### src/ber_ram.sv
// generic single write port ram with registered read
// no dependencies
`timescale 1ns / 1ps

module ber_ram #(
    parameter int WIDTH = 8,
    parameter int DEPTH = 256
) (
    input  logic                     i_clk,
    input  logic                     i_we,
    input  logic [$clog2(DEPTH)-1:0] i_waddr,
    input  logic [WIDTH-1:0]         i_wdata,
    input  logic [$clog2(DEPTH)-1:0] i_raddr,
    output logic [WIDTH-1:0]         o_rdata
);

    logic [WIDTH-1:0] r_mem [DEPTH];
    logic [WIDTH-1:0] r_rdata;

    always_ff @(posedge i_clk) begin
        if (i_we) begin
            r_mem[i_waddr] <= i_wdata;
        end
        r_rdata <= r_mem[i_raddr];
    end

    assign o_rdata = r_rdata;

endmodule

### config.mk
export PLATFORM = sky130hd
export DESIGN_NAME = ber_ram
export DESIGN_NICKNAME = d
export VERILOG_FILES = /design/src/ber_ram.sv
export SDC_FILE = /design/constraint.sdc
export NUM_CORES = 2
export LEC_CHECK = 0
export BUFFER_PORTS_ARGS = -buffer_cell sky130_fd_sc_hd__buf_2
export CORE_MARGIN = 2
export CORE_UTILIZATION = 40
export DETAILED_ROUTE_END_ITERATION = 7
export PLACE_DENSITY = 0.59
export RECOVER_POWER = 25
export SLEW_MARGIN = 20
export SYNTH_ARGS = -nofsm -noshare
export SYNTH_HDL_FRONTEND = slang
export SYNTH_SLANG_ARGS = --single-unit
### constraint.sdc
create_clock -name i_clk -period 2.1 [get_ports i_clk]
set_input_delay 0 -clock i_clk [delete_from_list [all_inputs] [get_ports i_clk]]
set_output_delay 0 -clock i_clk [all_outputs]
set_load 0.01 [all_outputs]
; Yosys cells after proc, flatten, opt, wreduce, memory -nomap -nowiden
; Memory sizes are Yosys's and may differ from the RTL's. A register that Yosys moved wholly into a read port is not among the register bits.
; Index checks and enable logic that the tools add are counted.
[op_classes]
reduce_logical = 0
n_mux = 2
n_eq_ne = 0
add_sub_neg = 0
magnitude_cmp = 0
n_div = 0
n_bitwise = 0
shift = 0
n_mul = 0
[ops]
columns = operator, count
row1 = 1-bit two-way mux, 2
[word_totals]
register_bits = 0
input_bits = 26
mem_bits_rw = 2048
output_inout_bits = 8
latch_bits = 0
n_memories = 1
mem_bits_ro = 0
[mem_list]
columns = memory, depth, width, read_ports, rd_clocked_by_memory_dff, write_ports, line_no
row1 = r_mem, 256, 8, 1, 1, 1, 17  ; logic [WIDTH-1:0] r_mem [DEPTH];

; Longest topological paths before layout
[logic_depth]
word_depth = 2
depth_mapped = 11
ltp_nobuf = 6

; Worst setup path after synthesis
; No wires, ideal clock.
[synth_path]
path_type = input to register
startpoint = input port i_raddr[0]
endpoint = register r_rdata[2] (netlist: o_rdata[2]), read port of r_mem
required_time_ns = 1.969
setup_slack_ns = 0.162
n_path_buf = 4
arrival_time_ns = 1.807
stages = 9
cell_sequence = buf_6 buf_12 buf_8 buf_2 mux4_2 a22oi_1 a21oi_1 nor4_1 nor4_2
[synth_lines]
columns = item, line_no
row1 = "start, declared", 13  ; input logic [$clog2(DEPTH)-1:0] i_raddr,
row2 = "end, declared", 18  ; logic [WIDTH-1:0] r_rdata;

==> run summary <==
RSZ-0062 raised after global routing: true
startpoint of the worst hold path: i_raddr[4]
Seq/Total Area, Yosys: 0.775
# DRC: 0
Area Overhead vs Synth: 19.2%
CTS root buffer: clkbuf_16
setup violators final: 81
GPL Wtd Cong: 0.862
Max-Cap Viols: 5
Levels on crit path: 8
post-synthesis cell type count: 55
Worst R2R End: o_rdata[1]
All-Layer GR Usage: 0.200
CP arrival: 3.00 ns
delay-heaviest family, CP: multiplexers
TritonCTS Sinks: 2056
Hold Path Class: in -> reg
First-pass DRT Iterations: 5
synthesized area per cell: 21.3 um^2
Final ANT Viol Nets: 0
Worst Hold End: o_rdata[6]
largest net degree at the start of global routing: 152
Post-Syn Area: 79600 um^2
setup_tns: -3.75 ns
vias per cell: 5.55
Layout Nets: 4482
R2R depth: 8
slack of the critical path: -0.197 ns
CP max FO: 1
Post-CTS Setup Repair Bufs: 0
initial antenna violation count: 5
failing checks: capacitance limit, slew limit, setup timing
vias post-DR: 40.4k
Routed WL per cell: 28.0 um
highest-count cells in the layout ignoring fill and taps: edfxtp_1 (2048), buf_4 (617), mux4_2 (455)
total leakage power: 0.0306 uW
Final Critical Period: 2.30 ns
vias in the first global route: 40.9k
CP max stage delay: 0.52 ns
layout cells sized above 1: 0.334
status: complete, but fails checks
Hold Crit Depth: 6
RR Startpoint: r_mem[130][1]
CTS Buffer Depth: 3
Mapped Cells: 3733
Die X-Extent: 450 um
Layout Skew: 0.0290 ns
total die area: 202000 um^2
hold slack: 0.183 ns
Synth Net Count: 3759
CP Class: reg -> reg
starting density of the core: 0.403
CTS tree: done
Num CTS Buffers: 199
period utilization: 1.09
First DRT Iteration DRCs: 4677
pwr/cell area: 896 nW/um^2
pre-CTS setup slack: -1.14 ns
Detailed Route WL: 203000 um
CTS H-Tree Depth: 4
Slowest cell on crit path: mux4_2
global route total overflow: 0
port buffer count: 33
post-DP HPWL: 133000 um
Critical Path, Cell by Cell: mux4_2 -> mux4_2 -> nor2_4 -> buf_6 -> a2111oi_4 -> nor3_2 -> buf_4 -> nor4_2
Worst-path clk slew: 0.06 ns
Crit path required time: 2.80 ns
Final Hold Viols: 0
Max transition margin: -0.526
Synth Register Bits: 2056
Final Max Slew Viols: 366
CP bufs+invs: 2
ys async rst share: 0
ys flop type: edfxtp_1
warnings from Yosys: 0
later-pin clock latency in the skew report: 0.84 ns
Worst setup EP type: flip-flop
height of the die: 450 um
io pins: 34
Worst-Margin Slew: 2.29 ns
FP Rows: 163
Worst setup SP type: flip-flop
global-route wire length before repair: 294000 um
Fmax: 435 MHz
Core Region: 197000 um^2
Max IR drop VDD: 0.719 mV
number of flops mapped to enable cells by yosys: 2048
flop-to-flop setup slack: -0.20 ns
commonest non-fill, non-tap cell in the layout: edfxtp_1
crit-path most repeated cell: mux4_2
## layer usage
| metal | GRT usage | share of wire | up-vias |
|---|---|---|---|
| met5 | 0 | 0 | - |
| met2 | 0.320 | 0.48 | 1510 |
| met4 | 0.0553 | 0.025 | 0 |
| li1 | - | - | 17200 |
| met1 | 0.281 | 0.42 | 21400 |
| met3 | 0.0373 | 0.071 | 285 |
## flip-flops by register name, indices dropped and copies added, names as in the netlist
register / flops
o_rdata: 8
r_mem: 2048
## worst max path at each step
| stage | from | endpoint | slack (ns) |
|---|---|---|---|
| after global placement | i_raddr[0] | o_rdata[4] | -1.29 |
| final | r_mem[130][1] | o_rdata[1] | -0.20 |
| after global routing | r_mem[136][7] | o_rdata[7] | -0.26 |
| after floorplan | i_raddr[0] | o_rdata[2] | 0.16 |
| after detailed placement | i_raddr[0] | o_rdata[7] | -1.14 |
| after CTS | r_mem[130][1] | o_rdata[1] | -0.30 |
## cell families after synthesis
kind of cell	after synthesis	share of synthesized area
buffers and inverters	235	0.0183
and+or+nand+nor	466	0.0263
muxes	591	0.146
DFF	2056	0.775
AOI/OAI and AO/OA	385	0.0342
## timing repair
item | 4_1_cts | 5_1_grt
setup endpoints to repair | 8 | 8
endpoints found under the hold margin | 2360 | 0
resized for setup | 50 | 26
hold buffers | 18 | 0
pin swaps | 26 | 15
cloned | 0 | 0
## power by group
part	internal (uW)	leakage, uW	switching, uW
registers	45300	0.0185	92.8
logic	1970	0.00899	2890
clock network	19600	0.00309	15200
## Yosys cell counts, types with 8 or more instances
master,instances,area (um^2)
nand4_1,10,62.6
clkbuf_1,111,417
nor4_1,24,150
a221oi_1,13,114
nor3_1,22,110
a22o_1,8,70.1
buf_12,8,160
mux4_2,454,10200
buf_1,22,82.6
nand2_1,33,124
o22ai_1,28,175
nor2b_1,31,194
nor2_1,282,1060
dfxtp_1,8,160
buf_6,21,236
a22oi_1,133,998
a211oi_1,16,120
o221ai_1,46,403
buf_2,31,155
o211ai_1,10,75.1
edfxtp_1,2048,61500
nand3_1,34,170
a21oi_1,96,480
buf_8,13,195
mux2i_1,134,1340
nand2b_1,8,50.1
buf_4,27,203
o21ai_0,10,50.1
## worst reg2reg max path, delay by kind of cell, from the launching register on
| kind | cells | cell delay [ns] |
|---|---|---|
| mux | 2 | 1.03 |
| flops | 1 | 0.39 |
| simple gates | 3 | 0.39 |
| buf+inv | 2 | 0.32 |
| compound gates | 1 | 0.06 |
## stage by stage
stage / power [uW] / std cells / utilization / area [um^2]
final: 85000 / 7268 / 0.480 / 94800
after global routing: 87500 / 7266 / 0.480 / 94800
after CTS: 85600 / 7266 / 0.481 / 94900
after detailed placement: 51000 / 6881 / 0.446 / 88100
after global placement: 50900 / 6881 / 0.446 / 88100
after floorplan: 48300 / 3733 / - / 79600
## cell type report
class / count / area, um^2
Fill cell: 16200 / 103000
Timing Repair Buffer: 755 / 6550
Tap cell: 2640 / 3300
Inverter: 2 / 7.51
Clock inverter: 113 / 943
Multi-Input combinational cell: 1442 / 17000
Clock buffer: 256 / 5360
Sequential cell: 2056 / 61700
Antenna cell: 4 / 10.0
(Power assumes the default switching activity.)
