**src/ber_pkg.sv**
```systemverilog
// shared constants and types for the byte entropy meter
// used by ber_alu and byte_entropy_meter; no dependencies
`timescale 1ns / 1ps

package ber_pkg;

    localparam int CNT_W    = 26;
    localparam int LOG_FRAC = 26;
    localparam int K_W      = $clog2(CNT_W);
    localparam int LOG_W    = K_W + LOG_FRAC;
    localparam int BINS     = 256;
    localparam int ENT_W    = 20;
    localparam int OUT_CW   = 26;
    localparam logic [ENT_W-1:0] ENT_MAX = ENT_W'(524288);
    localparam logic [CNT_W-1:0] CNT_MAX = {CNT_W{1'b1}};

    typedef enum logic [1:0] {
        ALU_SQR,
        ALU_DIV,
        ALU_MAC
    } t_alu_op;

    typedef struct packed {
        t_alu_op           op;
        logic [31:0]       a;
        logic [31:0]       b;
        logic [CNT_W-1:0]  rem;
        logic [CNT_W-1:0]  den;
        logic [63:0]       acc;
    } t_alu_req;

    typedef struct packed {
        logic [31:0]       m;
        logic              qbit;
        logic [CNT_W-1:0]  rem;
        logic [63:0]       acc;
    } t_alu_rsp;

endpackage

```
**src/ber_alu.sv**
```systemverilog
// shared arithmetic unit: one 32x32 multiplier plus a restoring divide step
// depends on ber_pkg
`timescale 1ns / 1ps

module ber_alu (
    input  ber_pkg::t_alu_req i_req,
    output ber_pkg::t_alu_rsp o_rsp
);
    import ber_pkg::*;

    logic [31:0]      mul_b;
    logic [63:0]      prod;
    logic [32:0]      sq;
    logic [CNT_W:0]   rem2;
    logic             ge;

    always_comb begin
        mul_b = (i_req.op == ALU_SQR) ? i_req.a : i_req.b;
        prod  = 64'(i_req.a) * 64'(mul_b);
        sq    = prod[63:31];
        rem2  = {i_req.rem, 1'b0};
        ge    = rem2 >= (CNT_W+1)'(i_req.den);
        o_rsp = '0;
        unique case (i_req.op)
            ALU_SQR: begin
                o_rsp.qbit = sq[32];
                o_rsp.m    = sq[32] ? sq[32:1] : sq[31:0];
            end
            ALU_DIV: begin
                o_rsp.qbit = ge;
                o_rsp.rem  = ge ? CNT_W'(rem2 - (CNT_W+1)'(i_req.den)) : CNT_W'(rem2);
            end
            ALU_MAC: begin
                o_rsp.acc = i_req.acc + prod;
            end
            default: o_rsp = '0;
        endcase
    end

endmodule

```
**config.mk**
```make
export PLATFORM = sky130hd
export DESIGN_NAME = ber_alu
export DESIGN_NICKNAME = d
export VERILOG_FILES = /design/src/ber_pkg.sv /design/src/ber_alu.sv
export SDC_FILE = /design/constraint.sdc
export NUM_CORES = 2
export LEC_CHECK = 0
export BUFFER_PORTS_ARGS = -buffer_cell sky130_fd_sc_hd__buf_2
export CAP_MARGIN = 10
export CORE_ASPECT_RATIO = 1.4
export CORE_UTILIZATION = 65
export DETAILED_ROUTE_END_ITERATION = 7
export MAX_ROUTING_LAYER = met4
export PLACE_DENSITY = 0.93
export SYNTH_ARGS = -nofsm -noshare
export SYNTH_HDL_FRONTEND = slang
export SYNTH_SLANG_ARGS = --single-unit
```
**constraint.sdc**
```tcl
create_clock -name vclk -period 20.5
set_clock_uncertainty 0.15 [all_clocks]
set_input_delay 4.1 -clock vclk [all_inputs]
set_output_delay 4.1 -clock vclk [all_outputs]
set_load 0.1 [all_outputs]
```
# After elaboration in Yosys (flattened, before gate mapping)
# Cells that the tools add are included.
# totals
word_cells	14
ramBits	0
inputBits	182
regBits	0
n_memories	0
latchBits	0
mem_bits_ro	0
out_inout_bits	123
# op_classes
shifts	0
bitwise	0
div	0
mul	1
eq_ne	2
n_lt_le_gt_ge	1
add_sub_neg	2
n_mux	7
reduce_logical	1
# op_table
cell	n
32-bit 2-to-1 mux	3
64-bit adder	1
32-bit by 32-bit multiplier with 64-bit output	1
64-bit 2-to-1 mux	1
26-bit 2-to-1 mux	2
27-bit by 26-bit greater-or-equal comparator with 1-bit output	1
26-bit subtractor	1
2-bit by 1-bit == test with 1-bit output (second input constant)	1
2-bit == test (second input constant)	1
2-bit zero test	1
1-bit one-hot mux with 2 select lines	1

# Longest topological paths before layout
# logic_depth
depth_word	5
depth_mapped	44
ltp_nobuf	40

# Worst setup path before layout
# Ideal clock, no wire load.
# synth_path
kind	input to output
start	in i_req[181] in the netlist's numbering
end	out o_rsp[61] in the netlist's numbering
stages	35
required_ns	16.250
setup_slack_ns	0.897
n_path_buf	4
t_arrival_ns	15.353
path_cell_list	nor2_1 -> clkbuf_1 -> mux2i_1 -> clkbuf_1 -> nor2b_1 -> fa_1 -> fa_1 -> fa_1 -> inv_1 -> fa_1 -> inv_1 -> fa_1 -> inv_1 -> fa_1 -> inv_1 -> fa_1 -> fa_1 -> ha_1 -> buf_2 -> nand4_1 -> or4_1 -> o31a_1 -> o21ai_2 -> a21boi_0 -> xnor2_1 -> ha_1 -> clkbuf_1 -> nand4_1 -> or3_1 -> o22a_1 -> a2111oi_2 -> o21bai_1 -> a211oi_1 -> nor3_1 -> nor3_1
# synth_rtl
item	line	rtl
start: declaration	ber_alu.sv:6	input ber_pkg::t_alu_req i_req,
end: declaration	ber_alu.sv:7	output ber_pkg::t_alu_rsp o_rsp

==> results.md <==
* Status: complete, no violations
* Post-Route WL at 128000 um
* Cell Area, Placed at 42300 um2
* Post-Syn Instances at 4805
* NumNets Final at 6367
* Detailed Route Iter0 Violations at 2885
* Main combinational cell family by area after synthesis: adder cells
* Number of remaining DRC errors at 0
* Sequential cell count at 0
* Hold WC Path Type: primary input to primary output
* P&R area growth vs syn at 5.66%
* Congestion Overflow GR at 0
* Multiplexer area fraction after synthesis at 0.601%
* Critical Path Start Type: primary input
* Post-layout minimum cycle time at 20.08 ns
* Slew HR at 28.3%
* Syn nets at 6244
* Simple-gate portion of the synthesized area at 19.7%
* Fin Setup TNS at 0 ns
* Compound-cell area share of the yosys netlist at 9.92%
* Setup crit end kind: primary output
* Setup Viol. Count Final at 0
* Vias per cell at 6.20
* Vias in the first global route at 40000
* CORE AREA at 60900 um2
* Worst slack at placement at 0.315 ns
* Slew @ Worst Pin at 1.07 ns
* FF+latch area at 0 um2
* Via count at 35700
* Hold Buf Count CTS at 0
* Final period util at 97.9%
* Crit path DAT at 15.83 ns
* Critical path class: primary input to primary output
* Fill count at 4391
* Synth cell types at 76
* Commonest cells after routing, fill and taps aside: inv_1, fa_1, nand2_1
* First-pass iteration count of the detailed router at 5
* Post-Syn Area at 40200 um2
* Slowest Stage Delay on Critical Path at 0.60 ns
* Initial antenna violation count at 18
* Final hold slack at 8.56 ns
* Number of clock-tree buffers in the layout at 0
* Drt wl/cell at 22.2 um
* Die Area at 62800 um2
* Row cnt at 107
* Largest net degree at the start of global routing at 64
* Worst Path Required at 16.25 ns
* Register area share after synthesis at 0%
* Top-Level Pins at 305
* RD Place Congestion at 1.04
* Layout cells sized above 1 at 8.85%
* Buffers on Ports at 305
* GRT Util Overall at 43.6%
* Die X at 212 um
* Setup slack after layout at 0.423 ns
* Slowest library cell on the worst path: fa_1
* Fmax at 49.8 MHz
* Fin. Hold Viols at 0
* Post-Layout Inst Area at 42400 um2
* Number of antenna-violating nets in the routed design at 0
* Global-route wire length before repair at 203000 um
* Most common cell after layout, fill and taps aside: inv_1
* Initial Util at 66.0%
* Area of the multi-input gates at 35800 um2
* RSZ-0062 raised after global routing: false
* Post-Synth Adder-Cell Area at 55.9%
* Post-Synth XOR/XNOR Area at 2.68%
* Max Cap Violations at 0
* Die H at 296 um
* Syn_area_per_cell at 8.36 um2
* Syn. warnings at 0
* DP HPWL at 107000 um
* CP Max Fanout at 22
* Max-slew violation count at 0
* Most used cell along the critical path: fa_1
[synth_stat cells (23+ instances only)]
| cell | instances | area, um2 |
|---|---|---|
| nand3_1 | 63 | 315 |
| and2_1 | 469 | 2930 |
| a21o_1 | 87 | 653 |
| nand4_1 | 43 | 269 |
| ha_1 | 359 | 4490 |
| inv_1 | 907 | 3400 |
| fa_1 | 898 | 18000 |
| o21ai_1 | 28 | 140 |
| xor2_1 | 48 | 420 |
| nor3_1 | 38 | 190 |
| nor2b_1 | 104 | 651 |
| nor2_1 | 171 | 642 |
| xnor2_1 | 72 | 631 |
| nand2_1 | 646 | 2420 |
| o21ai_0 | 110 | 551 |
| a21oi_1 | 181 | 906 |
| clkbuf_1 | 241 | 905 |
| o21a_1 | 43 | 323 |
| mux2i_1 | 23 | 230 |
[metrics by stage]
stage | instances | util (%)
final | 5763 | 69.7
after global routing | 5759 | 69.7
after CTS | 5739 | 69.5
after detailed placement | 5739 | 69.5
after global placement | 5739 | 69.5
after floorplan | 4805 | -
[what timing repair did]
action | in CTS | in global routing
buffers inserted | 0 | 4
resized for setup | 0 | 8
endpoints found under the setup margin | 0 | 15
[critical path, delay by kind of cell]
| family | cells | cell delay (ns) |
|---|---|---|
| fa+ha+maj | 10 | 5.06 |
| simple gates | 11 | 2.86 |
| buf+inv | 6 | 1.32 |
| xor+xnor | 1 | 0.19 |
| compound gates | 7 | 2.22 |
[cell families (layout without fill, tap and decap cells)]
family | Yosys count | after routing
xor+xnor | 121 | 121
fa+ha+maj | 1257 | 1257
other cells | 0 | 20
mux | 24 | 24
buf+inv | 1178 | 1299
simple gates | 1606 | 1606
compound gates | 619 | 619
[layer usage]
layer | up-vias | track usage (%) | routed length [um]
li1 | 15000 | - | -
met3 | 984 | 11.9 | 13600
met2 | 2410 | 71.1 | 62000
met5 | - | - | 0
met1 | 17400 | 43.0 | 39000
met4 | 0 | 37.3 | 13300
[worst paths after layout]
path / startpoint / end / cells past startpoint
min: i_req[102] / o_rsp[77] / 4
max: i_req[181] / o_rsp[58] / 35
[final cells by class]
class                           count  area share, %
Antenna cell                       20          0.118
Multi-Input combinational cell   3627           84.2
Inverter                          908           8.03
Timing Repair Buffer              391           5.21
Tap cell                          817           2.41
Power is left out: the tool's default activity adds up to more than one toggle a clock period on the data nets, which glitch-free logic cannot reach.
